## config.mk

```make
export PLATFORM = sky130hd
export DESIGN_NAME = adaptive_refresh_interval_controller
export DESIGN_NICKNAME = d
export VERILOG_FILES = /design/src/design/aric_pkg.sv /design/src/design/aric_regs.sv /design/src/design/aric_update.sv /design/src/design/adaptive_refresh_interval_controller.sv
export SDC_FILE = /design/constraint.sdc
export NUM_CORES = 1
export LEC_CHECK = 0
export BUFFER_PORTS_ARGS = -buffer_cell sky130_fd_sc_hd__buf_2
export CORE_MARGIN = 1.5
export CORE_UTILIZATION = 45
export CTS_BUF_LIST = sky130_fd_sc_hd__clkbuf_4
export DETAILED_ROUTE_END_ITERATION = 7
export GPL_ROUTABILITY_DRIVEN = 0
export PLACE_DENSITY = 0.65
export SLEW_MARGIN = 20
export SYNTH_ARGS = -nofsm -noshare
export SYNTH_HDL_FRONTEND = slang
export SYNTH_HIERARCHICAL = 1
export SYNTH_SLANG_ARGS = --single-unit
export TNS_END_PERCENT = 100
```

## constraint.sdc

```tcl
create_clock -name clk -period 12.7 [get_ports clk]
set_input_delay 2.54 -clock clk [delete_from_list [all_inputs] [get_ports clk]]
set_output_delay 2.54 -clock clk [all_outputs]
set_load 0.03 [all_outputs]
```

## src/design/aric_pkg.sv

```systemverilog
// ----------------------------------------------------------------------------
// aric_pkg: shared types and constants of the refresh interval controller
// Request and result payloads, configuration set, per-channel state record
// and register map of the configuration port.
// ----------------------------------------------------------------------------
`default_nettype none

package aric_pkg;

  // configuration port geometry
  localparam int ADDR_W = 5;
  localparam int DATA_W = 32;

  // register indexes (byte address is four times the index)
  localparam logic [2:0] REG_BASE_INTERVAL = 3'd0;
  localparam logic [2:0] REG_LIMIT_OFFSET  = 3'd1;
  localparam logic [2:0] REG_LIMIT_SLOPE   = 3'd2;
  localparam logic [2:0] REG_GROW_STEP     = 3'd3;
  localparam logic [2:0] REG_SHRINK_STEP   = 3'd4;

  // register reset values
  localparam logic [14:0] BASE_INTERVAL_RST = 15'd7280;
  localparam logic [15:0] LIMIT_OFFSET_RST  = 16'd32767;
  localparam logic [9:0]  LIMIT_SLOPE_RST   = 10'd100;
  localparam logic [11:0] GROW_STEP_RST     = 12'd16;
  localparam logic [11:0] SHRINK_STEP_RST   = 12'd16;

  // temperature clamp, ceiling margin and interval limit
  localparam int TEMP_MIN    = 5;
  localparam int TEMP_MAX    = 85;
  localparam int CEIL_MARGIN = 16;
  localparam logic [14:0] MAX15 = 15'h7fff;

  typedef struct packed {
    logic [1:0]  chan_index;
    logic [7:0]  temperature;
    logic [31:0] error_word;
    logic [14:0] current_interval;
  } in_item_t;

  typedef struct packed {
    logic [1:0]  out_channel;
    logic [14:0] new_interval;
    logic        errors_now;
    logic        rank1_flag;
    logic        rank0_flag;
  } out_item_t;

  typedef struct packed {
    logic [14:0] base_interval;
    logic [15:0] limit_offset;
    logic [9:0]  limit_slope;
    logic [11:0] grow_step;
    logic [11:0] shrink_step;
  } cfg_t;

  typedef struct packed {
    logic [14:0] prev_rank1_count;
    logic [14:0] prev_rank0_count;
    logic        rank1_detect;
    logic        rank0_detect;
  } chan_state_t;

endpackage

`default_nettype wire

```

## src/design/aric_regs.sv

```systemverilog
// ----------------------------------------------------------------------------
// aric_regs: configuration register file
// APB-style write and read access to the five controller settings.
// ----------------------------------------------------------------------------
`default_nettype none

module aric_regs (
  input  wire logic                      clk,
  input  wire logic                      rst,
  input  wire logic                      psel,
  input  wire logic                      penable,
  input  wire logic                      pwrite,
  input  wire logic [aric_pkg::ADDR_W-1:0] paddr,
  input  wire logic [aric_pkg::DATA_W-1:0] pwdata,
  output logic      [aric_pkg::DATA_W-1:0] prdata,
  output logic                           pready,
  output aric_pkg::cfg_t                 cfg
);
  import aric_pkg::*;

  logic       wr_en;
  logic [2:0] reg_sel;

  assign pready  = 1'b1;
  assign wr_en   = psel && penable && pwrite;
  assign reg_sel = paddr[ADDR_W-1:2];

  // register writes
  always_ff @(posedge clk) begin
    if (rst) begin
      cfg.base_interval <= BASE_INTERVAL_RST;
      cfg.limit_offset  <= LIMIT_OFFSET_RST;
      cfg.limit_slope   <= LIMIT_SLOPE_RST;
      cfg.grow_step     <= GROW_STEP_RST;
      cfg.shrink_step   <= SHRINK_STEP_RST;
    end else if (wr_en) begin
      case (reg_sel)
        REG_BASE_INTERVAL: cfg.base_interval <= pwdata[14:0];
        REG_LIMIT_OFFSET:  cfg.limit_offset  <= pwdata[15:0];
        REG_LIMIT_SLOPE:   cfg.limit_slope   <= pwdata[9:0];
        REG_GROW_STEP:     cfg.grow_step     <= pwdata[11:0];
        REG_SHRINK_STEP:   cfg.shrink_step   <= pwdata[11:0];
        default: ;
      endcase
    end
  end

  // read mux
  always_comb begin
    case (reg_sel)
      REG_BASE_INTERVAL: prdata = DATA_W'(cfg.base_interval);
      REG_LIMIT_OFFSET:  prdata = DATA_W'(cfg.limit_offset);
      REG_LIMIT_SLOPE:   prdata = DATA_W'(cfg.limit_slope);
      REG_GROW_STEP:     prdata = DATA_W'(cfg.grow_step);
      REG_SHRINK_STEP:   prdata = DATA_W'(cfg.shrink_step);
      default:           prdata = '0;
    endcase
  end

endmodule

`default_nettype wire

```

## src/design/aric_update.sv

```systemverilog
// ----------------------------------------------------------------------------
// aric_update: interval update for one sample
// Temperature ceiling, error detection, grow or shrink decision, floor and
// saturation, and the next state of the sampled channel.
// ----------------------------------------------------------------------------
`default_nettype none

module aric_update (
  input  wire aric_pkg::in_item_t    item,
  input  wire aric_pkg::cfg_t        cfg,
  input  wire aric_pkg::chan_state_t state,
  output aric_pkg::chan_state_t      state_next,
  output logic [14:0]                new_interval,
  output logic                       errors_now
);
  import aric_pkg::*;

  logic [6:0]         temp_c;
  logic [16:0]        product;
  logic signed [17:0] ceil_diff;
  logic [14:0]        ceil_val;
  logic signed [16:0] shrink_diff;
  logic [14:0]        shrunk;
  logic [15:0]        grown;
  logic               below_ceil;
  logic               ov1, ov0, up1, up0;
  logic [14:0]        cnt1, cnt0;
  logic [15:0]        nv;
  logic [13:0]        floor_val;
  logic [15:0]        floored;

  // clamp temperature to the valid sensor range
  always_comb begin
    if (item.temperature < 8'(TEMP_MIN)) begin
      temp_c = 7'(TEMP_MIN);
    end else if (item.temperature > 8'(TEMP_MAX)) begin
      temp_c = 7'(TEMP_MAX);
    end else begin
      temp_c = item.temperature[6:0];
    end
  end

  // temperature-dependent ceiling, saturated to 15 bits
  assign product   = 17'(cfg.limit_slope) * 17'(temp_c);
  assign ceil_diff = $signed({2'b00, cfg.limit_offset}) - $signed({1'b0, product});

  always_comb begin
    if (ceil_diff < 0) begin
      ceil_val = '0;
    end else if (ceil_diff > $signed({3'b000, MAX15})) begin
      ceil_val = MAX15;
    end else begin
      ceil_val = ceil_diff[14:0];
    end
  end

  // error word unpack and detection against the last counts
  assign ov1  = item.error_word[31];
  assign cnt1 = item.error_word[30:16];
  assign ov0  = item.error_word[15];
  assign cnt0 = item.error_word[14:0];
  assign up1  = ov1 || (state.prev_rank1_count < cnt1);
  assign up0  = ov0 || (state.prev_rank0_count < cnt0);
  assign errors_now = up1 || up0;

  // candidate intervals
  assign shrink_diff = $signed({2'b00, item.current_interval})
                     - $signed({4'b0000, cfg.shrink_step, 1'b0});
  assign shrunk      = shrink_diff[16] ? '0 : shrink_diff[14:0];
  assign grown       = {1'b0, item.current_interval} + 16'(cfg.grow_step);
  assign below_ceil  = ({1'b0, item.current_interval} + 16'(CEIL_MARGIN))
                     < {1'b0, ceil_val};

  // decision and flag update
  always_comb begin
    state_next.prev_rank1_count = cnt1;
    state_next.prev_rank0_count = cnt0;
    state_next.rank1_detect     = state.rank1_detect;
    state_next.rank0_detect     = state.rank0_detect;
    if (errors_now) begin
      state_next.rank1_detect = state.rank1_detect || up1;
      state_next.rank0_detect = state.rank0_detect || up0;
      nv = {1'b0, shrunk};
    end else if (!state.rank1_detect && !state.rank0_detect) begin
      nv = below_ceil ? grown : {1'b0, ceil_val};
    end else if (state.rank1_detect) begin
      // recovery clears rank 1 first
      state_next.rank1_detect = 1'b0;
      nv = {1'b0, shrunk};
    end else begin
      state_next.rank0_detect = 1'b0;
      nv = {1'b0, shrunk};
    end
  end

  // floor at half the base interval, then saturate
  assign floor_val    = cfg.base_interval[14:1];
  assign floored      = (nv < {2'b00, floor_val}) ? {2'b00, floor_val} : nv;
  assign new_interval = (floored > {1'b0, MAX15}) ? MAX15 : floored[14:0];

endmodule

`default_nettype wire

```

## src/design/adaptive_refresh_interval_controller.sv

```systemverilog
// ----------------------------------------------------------------------------
// adaptive_refresh_interval_controller: per-channel refresh interval update
// Samples a channel's temperature and error counters and returns the
// refresh interval to program for that channel.
// ----------------------------------------------------------------------------
// Usage
//   sample channel: a request carries channel, temperature, error word and the
//   interval now programmed; it is taken when sample_valid is high and
//   sample_stall low. result channel: one result per request, in order, held
//   while result_stall is high.
//   Data path: a taken request waits in the input register and moves into the
//   result register, where it is presented, once that register is free.
//   Throughput: one request per cycle while result_stall is low; the
//   per-channel counts and flags are written when a request moves
//   into the result register, so the request behind it sees them at once.
//   When the receiver stalls, the result register holds and the input
//   register takes one more request before sample_stall rises.
//   Settings are written through the APB-style port while no request is in
//   flight. Reset clears both registers, the per-channel state and restores
//   the settings' reset values; there is no clearing pass.
//   A channel index not below NUM_CHANNELS is treated as channel 0.
// ----------------------------------------------------------------------------
`default_nettype none

module adaptive_refresh_interval_controller #(
  parameter int NUM_CHANNELS = 4
) (
  input  wire logic                        clk,
  input  wire logic                        rst,
  input  wire logic                        sample_valid,
  output logic                             sample_stall,
  input  wire aric_pkg::in_item_t          sample,
  output logic                             result_valid,
  input  wire logic                        result_stall,
  output aric_pkg::out_item_t              result,
  input  wire logic                        psel,
  input  wire logic                        penable,
  input  wire logic                        pwrite,
  input  wire logic [aric_pkg::ADDR_W-1:0] paddr,
  input  wire logic [aric_pkg::DATA_W-1:0] pwdata,
  output logic      [aric_pkg::DATA_W-1:0] prdata,
  output logic                             pready
);
  import aric_pkg::*;

  localparam int CH_W = (NUM_CHANNELS > 1) ? $clog2(NUM_CHANNELS) : 1;

  cfg_t        cfg;
  in_item_t    item;
  logic        item_valid;
  logic        res_free;
  logic        advance;
  logic [4:0]  ch_ext;
  logic        ch_in_range;
  logic [CH_W-1:0] ch_idx;
  chan_state_t chan_st [NUM_CHANNELS];
  chan_state_t st_cur;
  chan_state_t st_next;
  logic [14:0] new_interval;
  logic        errors_now;

  // configuration registers
  aric_regs u_regs (
    .clk     (clk),
    .rst     (rst),
    .psel    (psel),
    .penable (penable),
    .pwrite  (pwrite),
    .paddr   (paddr),
    .pwdata  (pwdata),
    .prdata  (prdata),
    .pready  (pready),
    .cfg     (cfg)
  );

  // handshake: input register empties into the result register
  assign res_free     = !result_valid || !result_stall;
  assign advance      = item_valid && res_free;
  assign sample_stall = item_valid && !res_free;

  always_ff @(posedge clk) begin
    if (rst) begin
      item_valid <= 1'b0;
    end else if (!sample_stall) begin
      item_valid <= sample_valid;
    end
  end

  always_ff @(posedge clk) begin
    if (sample_valid && !sample_stall) begin
      item <= sample;
    end
  end

  // channel select, out-of-range indexes fold onto channel 0
  assign ch_ext      = 5'(item.chan_index);
  assign ch_in_range = ch_ext < 5'(NUM_CHANNELS);
  assign ch_idx      = ch_in_range ? ch_ext[CH_W-1:0] : '0;
  assign st_cur      = chan_st[ch_idx];

  aric_update u_update (
    .item         (item),
    .cfg          (cfg),
    .state        (st_cur),
    .state_next   (st_next),
    .new_interval (new_interval),
    .errors_now   (errors_now)
  );

  // per-channel counts and flags
  always_ff @(posedge clk) begin
    if (rst) begin
      for (int i = 0; i < NUM_CHANNELS; i++) begin
        chan_st[i] <= '0;
      end
    end else if (advance) begin
      chan_st[ch_idx] <= st_next;
    end
  end

  // result register
  always_ff @(posedge clk) begin
    if (rst) begin
      result_valid <= 1'b0;
    end else if (res_free) begin
      result_valid <= item_valid;
    end
  end

  always_ff @(posedge clk) begin
    if (advance) begin
      result.out_channel  <= ch_in_range ? item.chan_index : 2'd0;
      result.new_interval <= new_interval;
      result.errors_now   <= errors_now;
      result.rank1_flag   <= st_next.rank1_detect;
      result.rank0_flag   <= st_next.rank0_detect;
    end
  end

  // checks
  a_err_sets_flag: assert property (@(posedge clk) disable iff (rst)
    result_valid && result.errors_now |-> result.rank1_flag || result.rank0_flag)
    else $error("error result without a detect flag");

  a_stall_needs_item: assert property (@(posedge clk) disable iff (rst)
    sample_stall |-> item_valid && result_valid && result_stall)
    else $error("input stalled without a blocked request");

  a_advance_fills: assert property (@(posedge clk) disable iff (rst)
    advance |=> result_valid)
    else $error("request moved on but no result presented");

  a_reset_empty: assert property (@(posedge clk)
    rst |=> !result_valid && !item_valid)
    else $error("registers not empty after reset");

endmodule

`default_nettype wire

```

==> impl_metrics.env, run 1 <==
export IMPL_grt_max_degree=101
export IMPL_multi_input_area_um2=9544
export IMPL_final_cell_mix="edfxtp_1 (205), inv_1 (178), buf_2 (119)"
export IMPL_grtUsageMet1_pct=29.28
export IMPL_seq_area_frac_synth_pct=40.55
export IMPL_nNetsFinal=2082
export IMPL_setup_viol=0
export IMPL_period_share_pct=93.36
export IMPL_crit_type="reg2reg"
export IMPL_peakVddDrop_uv=107.4
export IMPL_cp_end_kind="register"
export IMPL_grt_pass1_vias=13798
export IMPL_reg2reg_depth=39
export IMPL_drt_iter0_drc=1083
export IMPL_synth_distinct_cells=82
export IMPL_wl_mm=48.12
export IMPL_hold_class="reg2reg"
export IMPL_cts_made_buffers=77
export IMPL_hpwl_mm=33.31
export IMPL_critPathTopFamily="compound AO/OA/AOI/OAI gates"
export IMPL_skew_ns=0.09709
export IMPL_crit_arrival_ns=12.38
export IMPL_cts_tree="yes"
export IMPL_cp_num_cells=39
export IMPL_ioPinCount=156
export IMPL_drc=0
export IMPL_overflow=0
export IMPL_via_per_inst=5.685
export IMPL_slew_headroom_pct=30.71
export IMPL_synth_cell_area_um2=18490
export IMPL_rsz0062_at_grt="no"
export IMPL_finalSetupTns_ns=0
export IMPL_ant_nets=0
export IMPL_yosys_most_used_dff="edfxtp_1"
export IMPL_grtUsageMet2_pct=38.23
export IMPL_rows=74
export IMPL_cts_buffer_depth=3
export IMPL_clk_pin_slew_worst_paths_ns=0.07
export IMPL_fmax_mhz=84.34
export IMPL_crit_path_top_delay_cell="fa_1"
export IMPL_async_flop_share_pct=0
export IMPL_synth_edf_count=205
export IMPL_insertion_delay_ns=0.79
export IMPL_crit_path_max_fanout=17
export IMPL_tightest_slew_ns=1.039
export IMPL_coreArea_um2=40650
export IMPL_maxCapViolations=0
export IMPL_maxSlewViolCount=0
export IMPL_clkSinkCount=272
export IMPL_outcome="complete, no violations"
export IMPL_synth_area_per_cell_um2=10.72
export IMPL_synth_seq_cells=272
export IMPL_whs_path_depth=0
export IMPL_cpPeakStageDelay_ns=0.55
export IMPL_grt_usage_pct=23.33
export IMPL_syn_inst=1724
export IMPL_layout_commonest_cell="edfxtp_1"
export IMPL_grtUsageMet3_pct=5.084
export IMPL_dr_pass1_iters=5
export IMPL_p_per_area_nw_per_um2=120.6
export IMPL_required_ns=13.22
export IMPL_cp_start_kind="register"
export IMPL_antenna_found_initial=4
export IMPL_h_tree_depth=3
export IMPL_fin_crit_ns=11.86
export IMPL_fp_dieW_um=205.7
export IMPL_vias=13605
export IMPL_grt_pass1_wl_mm=75.09
export IMPL_clockRootBuffer="clkbuf_4"
export IMPL_fin_util_pct=49.24
export IMPL_hold_violations=0
export IMPL_seqCellArea_um2=7497
export IMPL_yosys_warnings=6
export IMPL_nFillCells=3745
export IMPL_wl_per_cell_um=20.11
export IMPL_dieArea_um2=42310
export IMPL_p_leak_nw=8.403
export IMPL_areaGrowthSynthToFinish_pct=8.249
export IMPL_dp_slack_ns=0.8516
export IMPL_drive_above_1_share_pct=20.19
export IMPL_busiest_layer="met2"
export IMPL_crit_buf_inv=2
export IMPL_start_util_pct=45.49
export IMPL_die_height_um=205.7
export IMPL_hold_ws_ns=0.4432
export IMPL_io_buffers=120
export IMPL_worst_slack_ns=0.8428
metrics by stage:
step                cell area, um2  std cells  total power (W)
floorplan                    18550       1739         0.001504
global placement             19090       2260         0.001640
detailed placement           19090       2260         0.001653
CTS                          19990       2389         0.002437
global route                 20010       2392         0.002554
finish                       20010       2393         0.002413
cell usage after synthesis (4+ instances only):
master	instances	area share [%]
a31oi_1	5	0.17
a21oi_1	61	1.7
nor4_2	45	3.0
nor2b_1	15	0.51
fa_1	56	6.1
o21bai_1	4	0.16
nand4_1	16	0.54
buf_6	12	0.73
o31ai_1	6	0.24
or2_2	9	0.30
o21ai_0	65	1.8
a22oi_1	21	0.85
and2_1	28	0.95
buf_4	52	2.1
o311a_1	4	0.22
mux2_2	17	1.0
edfxtp_1	205	33
buf_2	33	0.89
nand3_1	21	0.57
inv_1	178	3.6
xnor2_1	24	1.1
o21ai_1	7	0.19
o22ai_1	15	0.51
mux2i_1	72	3.9
dfxtp_1	67	7.3
nand2b_1	54	1.8
nand2_1	100	2.0
nor3_1	47	1.3
clkbuf_1	46	0.93
o21a_1	13	0.53
or3_1	5	0.17
o211ai_1	9	0.37
xor2_1	23	1.1
nor4_1	53	1.8
and3_1	16	0.54
mux4_2	32	3.9
a21o_1	16	0.65
nor2_1	81	1.6
ha_1	118	8.0
a211oi_1	7	0.28
logic make-up (layout without fill, tap and decap cells):
| kind of cell | after synthesis | after routing | share of synthesized area [%] |
|---|---|---|---|
| and+or+nand+nor | 508 | 508 | 16.11 |
| buffers and inverters | 325 | 443 | 8.452 |
| AOI/OAI and AO/OA | 274 | 274 | 9.664 |
| DFF | 272 | 272 | 40.55 |
| adders and majority gates | 174 | 174 | 14.05 |
| muxes | 122 | 122 | 8.912 |
| xor gates and xnor gates | 47 | 47 | 2.226 |
| other | 2 | 21 | 0.04062 |
worst paths after layout:
path | startpoint | to | slack (ns)
worst max register to register | item[50] | result[13] | 0.84
worst min register to register | ch_ext[0] | result[18] | 0.44
worst max-delay path | item[50] | result[13] | 0.84
worst min-delay path | ch_ext[0] | result[18] | 0.44
power by group:
part	switching [W]	internal [W]	leakage [nW]
sequential	0.0000204	0.000999	2.62
clock	0.000380	0.000390	0.539
combinational	0.000395	0.000229	5.24
total	0.000796	0.00162	8.40
sequential cells by signal, summed over array words and instances (netlist names):
signal,flops
result,20
u_regs/cfg,65
ch_ext,2
item,55
chan_st,128
result_valid,1
item_valid,1
repair_timing:
item,CTS,global route
gates resized for setup,0,1
hold buffers,0,0
setup buffers,0,0
setup endpoints to repair,0,13
per-layer routing:
layer | wire length (um) | part of all wire (%) | vias up
li1 | - | - | 6374
met1 | 20040 | 42 | 6670
met2 | 23000 | 48 | 449
met3 | 3124 | 6.5 | 110
met4 | 1942 | 4.0 | 2
met5 | 13 | 0.027 | -
worst reg2reg max path: cells and delay by family (launching register included):
family	cells	cell delay, ns
buffers and inverters	2	0.10
and+or+nand+nor	6	1.58
AOI/OAI and AO/OA	22	5.78
muxes	2	0.70
DFF	1	0.47
adders and majority gates	7	3.01
layout make-up:
class,instances,area share [%]
Antenna cell,4,0.05001
Clock buffer,108,4.051
Clock inverter,21,0.4564
Inverter,178,3.338
Multi-Input combinational cell,1142,47.69
Sequential cell,272,37.46
Tap cell,532,3.326
Timing Repair Buffer,136,3.632
(Power assumes the default switching activity.)
==> inputs of run 2 (changes only) <==
Settings changed: SYNTH_HIERARCHICAL 1 to default.
==> impl_metrics.env, run 2 <==
export IMPL_fin_crit_ns=11.89
export IMPL_min_to="u_regs.cfg[50]"
export IMPL_rsz0062_at_grt="no"
export IMPL_tightest_slew_ns=1.037
export IMPL_grt_pass1_wl_mm=71.49
export IMPL_design_area_um2=19390
export IMPL_start_util_pct=45.47
export IMPL_reg2reg_depth=36
export IMPL_synth_distinct_cells=92
export IMPL_async_flop_share_pct=0
export IMPL_io_buffers=120
export IMPL_p_leak_nw=8.209
export IMPL_yosys_area_top_type_share_pct=35.11
export IMPL_cts_made_buffers=77
export IMPL_min_delay_start="u_regs.cfg[50]"
export IMPL_crit_buf_inv=2
export IMPL_cts_buffer_depth=3
export IMPL_grtUsageMet3_pct=5.337
export IMPL_cts_tree="yes"
export IMPL_slew_headroom_pct=30.85
export IMPL_seq_area_frac_synth_pct=42.76
export IMPL_ff2ff_setup_slack_ns=0.81
export IMPL_ys_top_cells_by_count="edfxtp_1 (205), inv_1 (158), nand2_1 (136)"
export IMPL_busiest_layer="met2"
export IMPL_hold_violations=0
export IMPL_crit_path_top_delay_cell="a2111oi_1"
export IMPL_period_share_pct=93.63
export IMPL_outcome="complete, no violations"
export IMPL_layout_commonest_cell="edfxtp_1"
export IMPL_synth_edf_count=205
export IMPL_synth_cell_area_um2=17530
export IMPL_via_per_inst=5.594
export IMPL_drc=0
export IMPL_cpPeakStageDelay_ns=0.63
export IMPL_peakVddDrop_uv=82.42
export IMPL_cts_hold_buf=0
export IMPL_drive_above_1_share_pct=18.25
export IMPL_hpwl_mm=32.09
export IMPL_wl_mm=45.79
export IMPL_top_regs="chan_st (128), u_regs.cfg (65), item (55)"
export IMPL_skew_ns=0.06898
export IMPL_maxSlewViolCount=0
export IMPL_areaGrowthSynthToFinish_pct=10.59
export IMPL_crit_arrival_ns=12.38
export IMPL_seqCellArea_um2=7497
export IMPL_r2r_start="item[48]"
export IMPL_vias=13091
export IMPL_synth_most_common_cell="edfxtp_1"
export IMPL_nFillCells=3553
export IMPL_fmax_mhz=84.10
export IMPL_die_height_um=200.4
export IMPL_h_tree_depth=3
export IMPL_synth_area_per_cell_um2=10.67
export IMPL_cp_common_cell="fa_1"
export IMPL_ioPinCount=156
export IMPL_fp_dieW_um=200.4
export IMPL_cp_end_kind="register"
export IMPL_synth_top_area_cell="edfxtp_1"
export IMPL_synth_seq_cells=272
export IMPL_dr_pass1_iters=5
export IMPL_yosys_warnings=0
export IMPL_maxCapViolations=0
export IMPL_placed_area_um2=18460
export IMPL_clk_pin_slew_worst_paths_ns=0.06
export IMPL_required_ns=13.18
export IMPL_synthTopCellsByArea="edfxtp_1 (35%), ha_1 (8.4%), dfxtp_1 (7.7%)"
export IMPL_antenna_found_initial=4
export IMPL_wl_per_cell_um=19.57
export IMPL_regMostFlops="chan_st"
export IMPL_nNetsFinal=2040
export IMPL_crit_path_max_fanout=19
export IMPL_clockRootBuffer="clkbuf_4"
export IMPL_finalSetupTns_ns=0
export IMPL_yosys_most_used_dff="edfxtp_1"
export IMPL_multi_input_area_um2=9039
export IMPL_grt_pass1_vias=13045
export IMPL_coreArea_um2=38560
export IMPL_drt_iter0_drc=957
export IMPL_insertion_delay_ns=0.77
export IMPL_largest_reg_flops=128
export IMPL_p_per_area_nw_per_um2=124.3
export IMPL_grt_usage_pct=22.93
export IMPL_cp_start_kind="register"
export IMPL_hold_class="reg2reg"
export IMPL_grt_max_degree=73
export IMPL_clkSinkCount=272
export IMPL_syn_inst=1643
export IMPL_rows=72
export IMPL_final_cell_mix="edfxtp_1 (205), inv_1 (158), nand2_1 (136)"
export IMPL_critPathTopFamily="compound AO/OA/AOI/OAI gates"
export IMPL_setup_viol=0
export IMPL_dieArea_um2=40160
export IMPL_grtUsageMet2_pct=37.98
export IMPL_overflow=0
export IMPL_crit_type="reg2reg"
export IMPL_rr_endpoint="result[14]"
export IMPL_whs_path_depth=2
export IMPL_ant_nets=0
export IMPL_grtUsageMet1_pct=29.04
-- run 2: changes by cell type after synthesis, sizes merged, moves of 16 or more --
cell / change
o21ai: -16
nand2b: -45
buf: -55
inv: -20
nor3: -27
nor4: -61
a211o: +23
nor2: +21
and2: +57
mux2i: -38
nand2: +36
-- run 2: kinds of logic after synthesis --
family	count (synthesis)	synth area share, %
AO/OA/AOI/OAI	314	12.39
AND/OR/NAND/NOR	495	14.59
adder cells (fa/ha/maj)	174	14.81
other	2	0.04283
flip-flops	272	42.76
XOR/XNOR	43	2.148
multiplexers	81	6.972
buffers and inverters	262	6.287
-- run 2: final cells by class --
class	instances	share of cell area, %
diodes	3	0.03872
clock buffers	106	4.104
clock inverters	27	0.6130
inverters	158	3.059
multi-input cells	1124	46.62
flip-flops and latches	272	38.67
well taps	518	3.343
repair buffers	132	3.562
-- run 2: per-stage QoR --
| stage | setup slack [ns] | util, % | cells | hold WS, ns | power, W |
|---|---|---|---|---|---|
| 5_1_grt | 0.01320 | 50.28 | 2339 | 0.5141 | 0.002551 |
| 2_1_floorplan | 2.729 | - | 1658 | 0.4368 | 0.001503 |
| 3_3_place_gp | 0.9439 | 47.86 | 2204 | 0.4487 | 0.001644 |
| 4_1_cts | 0.7121 | 50.24 | 2337 | 0.4650 | 0.002432 |
| 6_report | 0.8092 | 50.29 | 2340 | 0.4659 | 0.002410 |
| 3_5_place_dp | 0.7756 | 47.86 | 2204 | 0.4568 | 0.001657 |
-- run 2: per-layer routing --
metal  vias to the layer above  wire (um)
li1                       6167          -
met1                      6339      18820
met2                       490      22180
met3                        91       3372
met4                         4       1397
met5                         -         21
-- run 2: worst max-delay path by stage --
stage,start,slack [ns],cells past startpoint,endpoint
2_1_floorplan,item[48],2.73,41,result[11]
3_3_place_gp,item[48],0.94,36,result[14]
3_5_place_dp,item[48],0.78,36,result[14]
4_1_cts,item[48],0.71,36,result[14]
5_1_grt,item[48],0.01,36,result[14]
6_report,item[48],0.81,36,result[14]
-- run 2: repair_timing --
action / 4_1_cts / 5_1_grt
endpoints found under the setup margin: 0 / 14
setup buffers: 0 / 0
resized for setup: 0 / 1
-- run 2: where the power goes --
part	switching, W	internal [W]	total, W
Clock	0.000380	0.000387	0.000767
Combinational	0.000388	0.000235	0.000623
Sequential	0.0000219	0.000998	0.00102
-- run 2: worst min-delay path: stages, from the launching register on --
cell     delay [ns]
dfxtp_1        0.31
nand2_1        0.05
a21oi_1        0.06
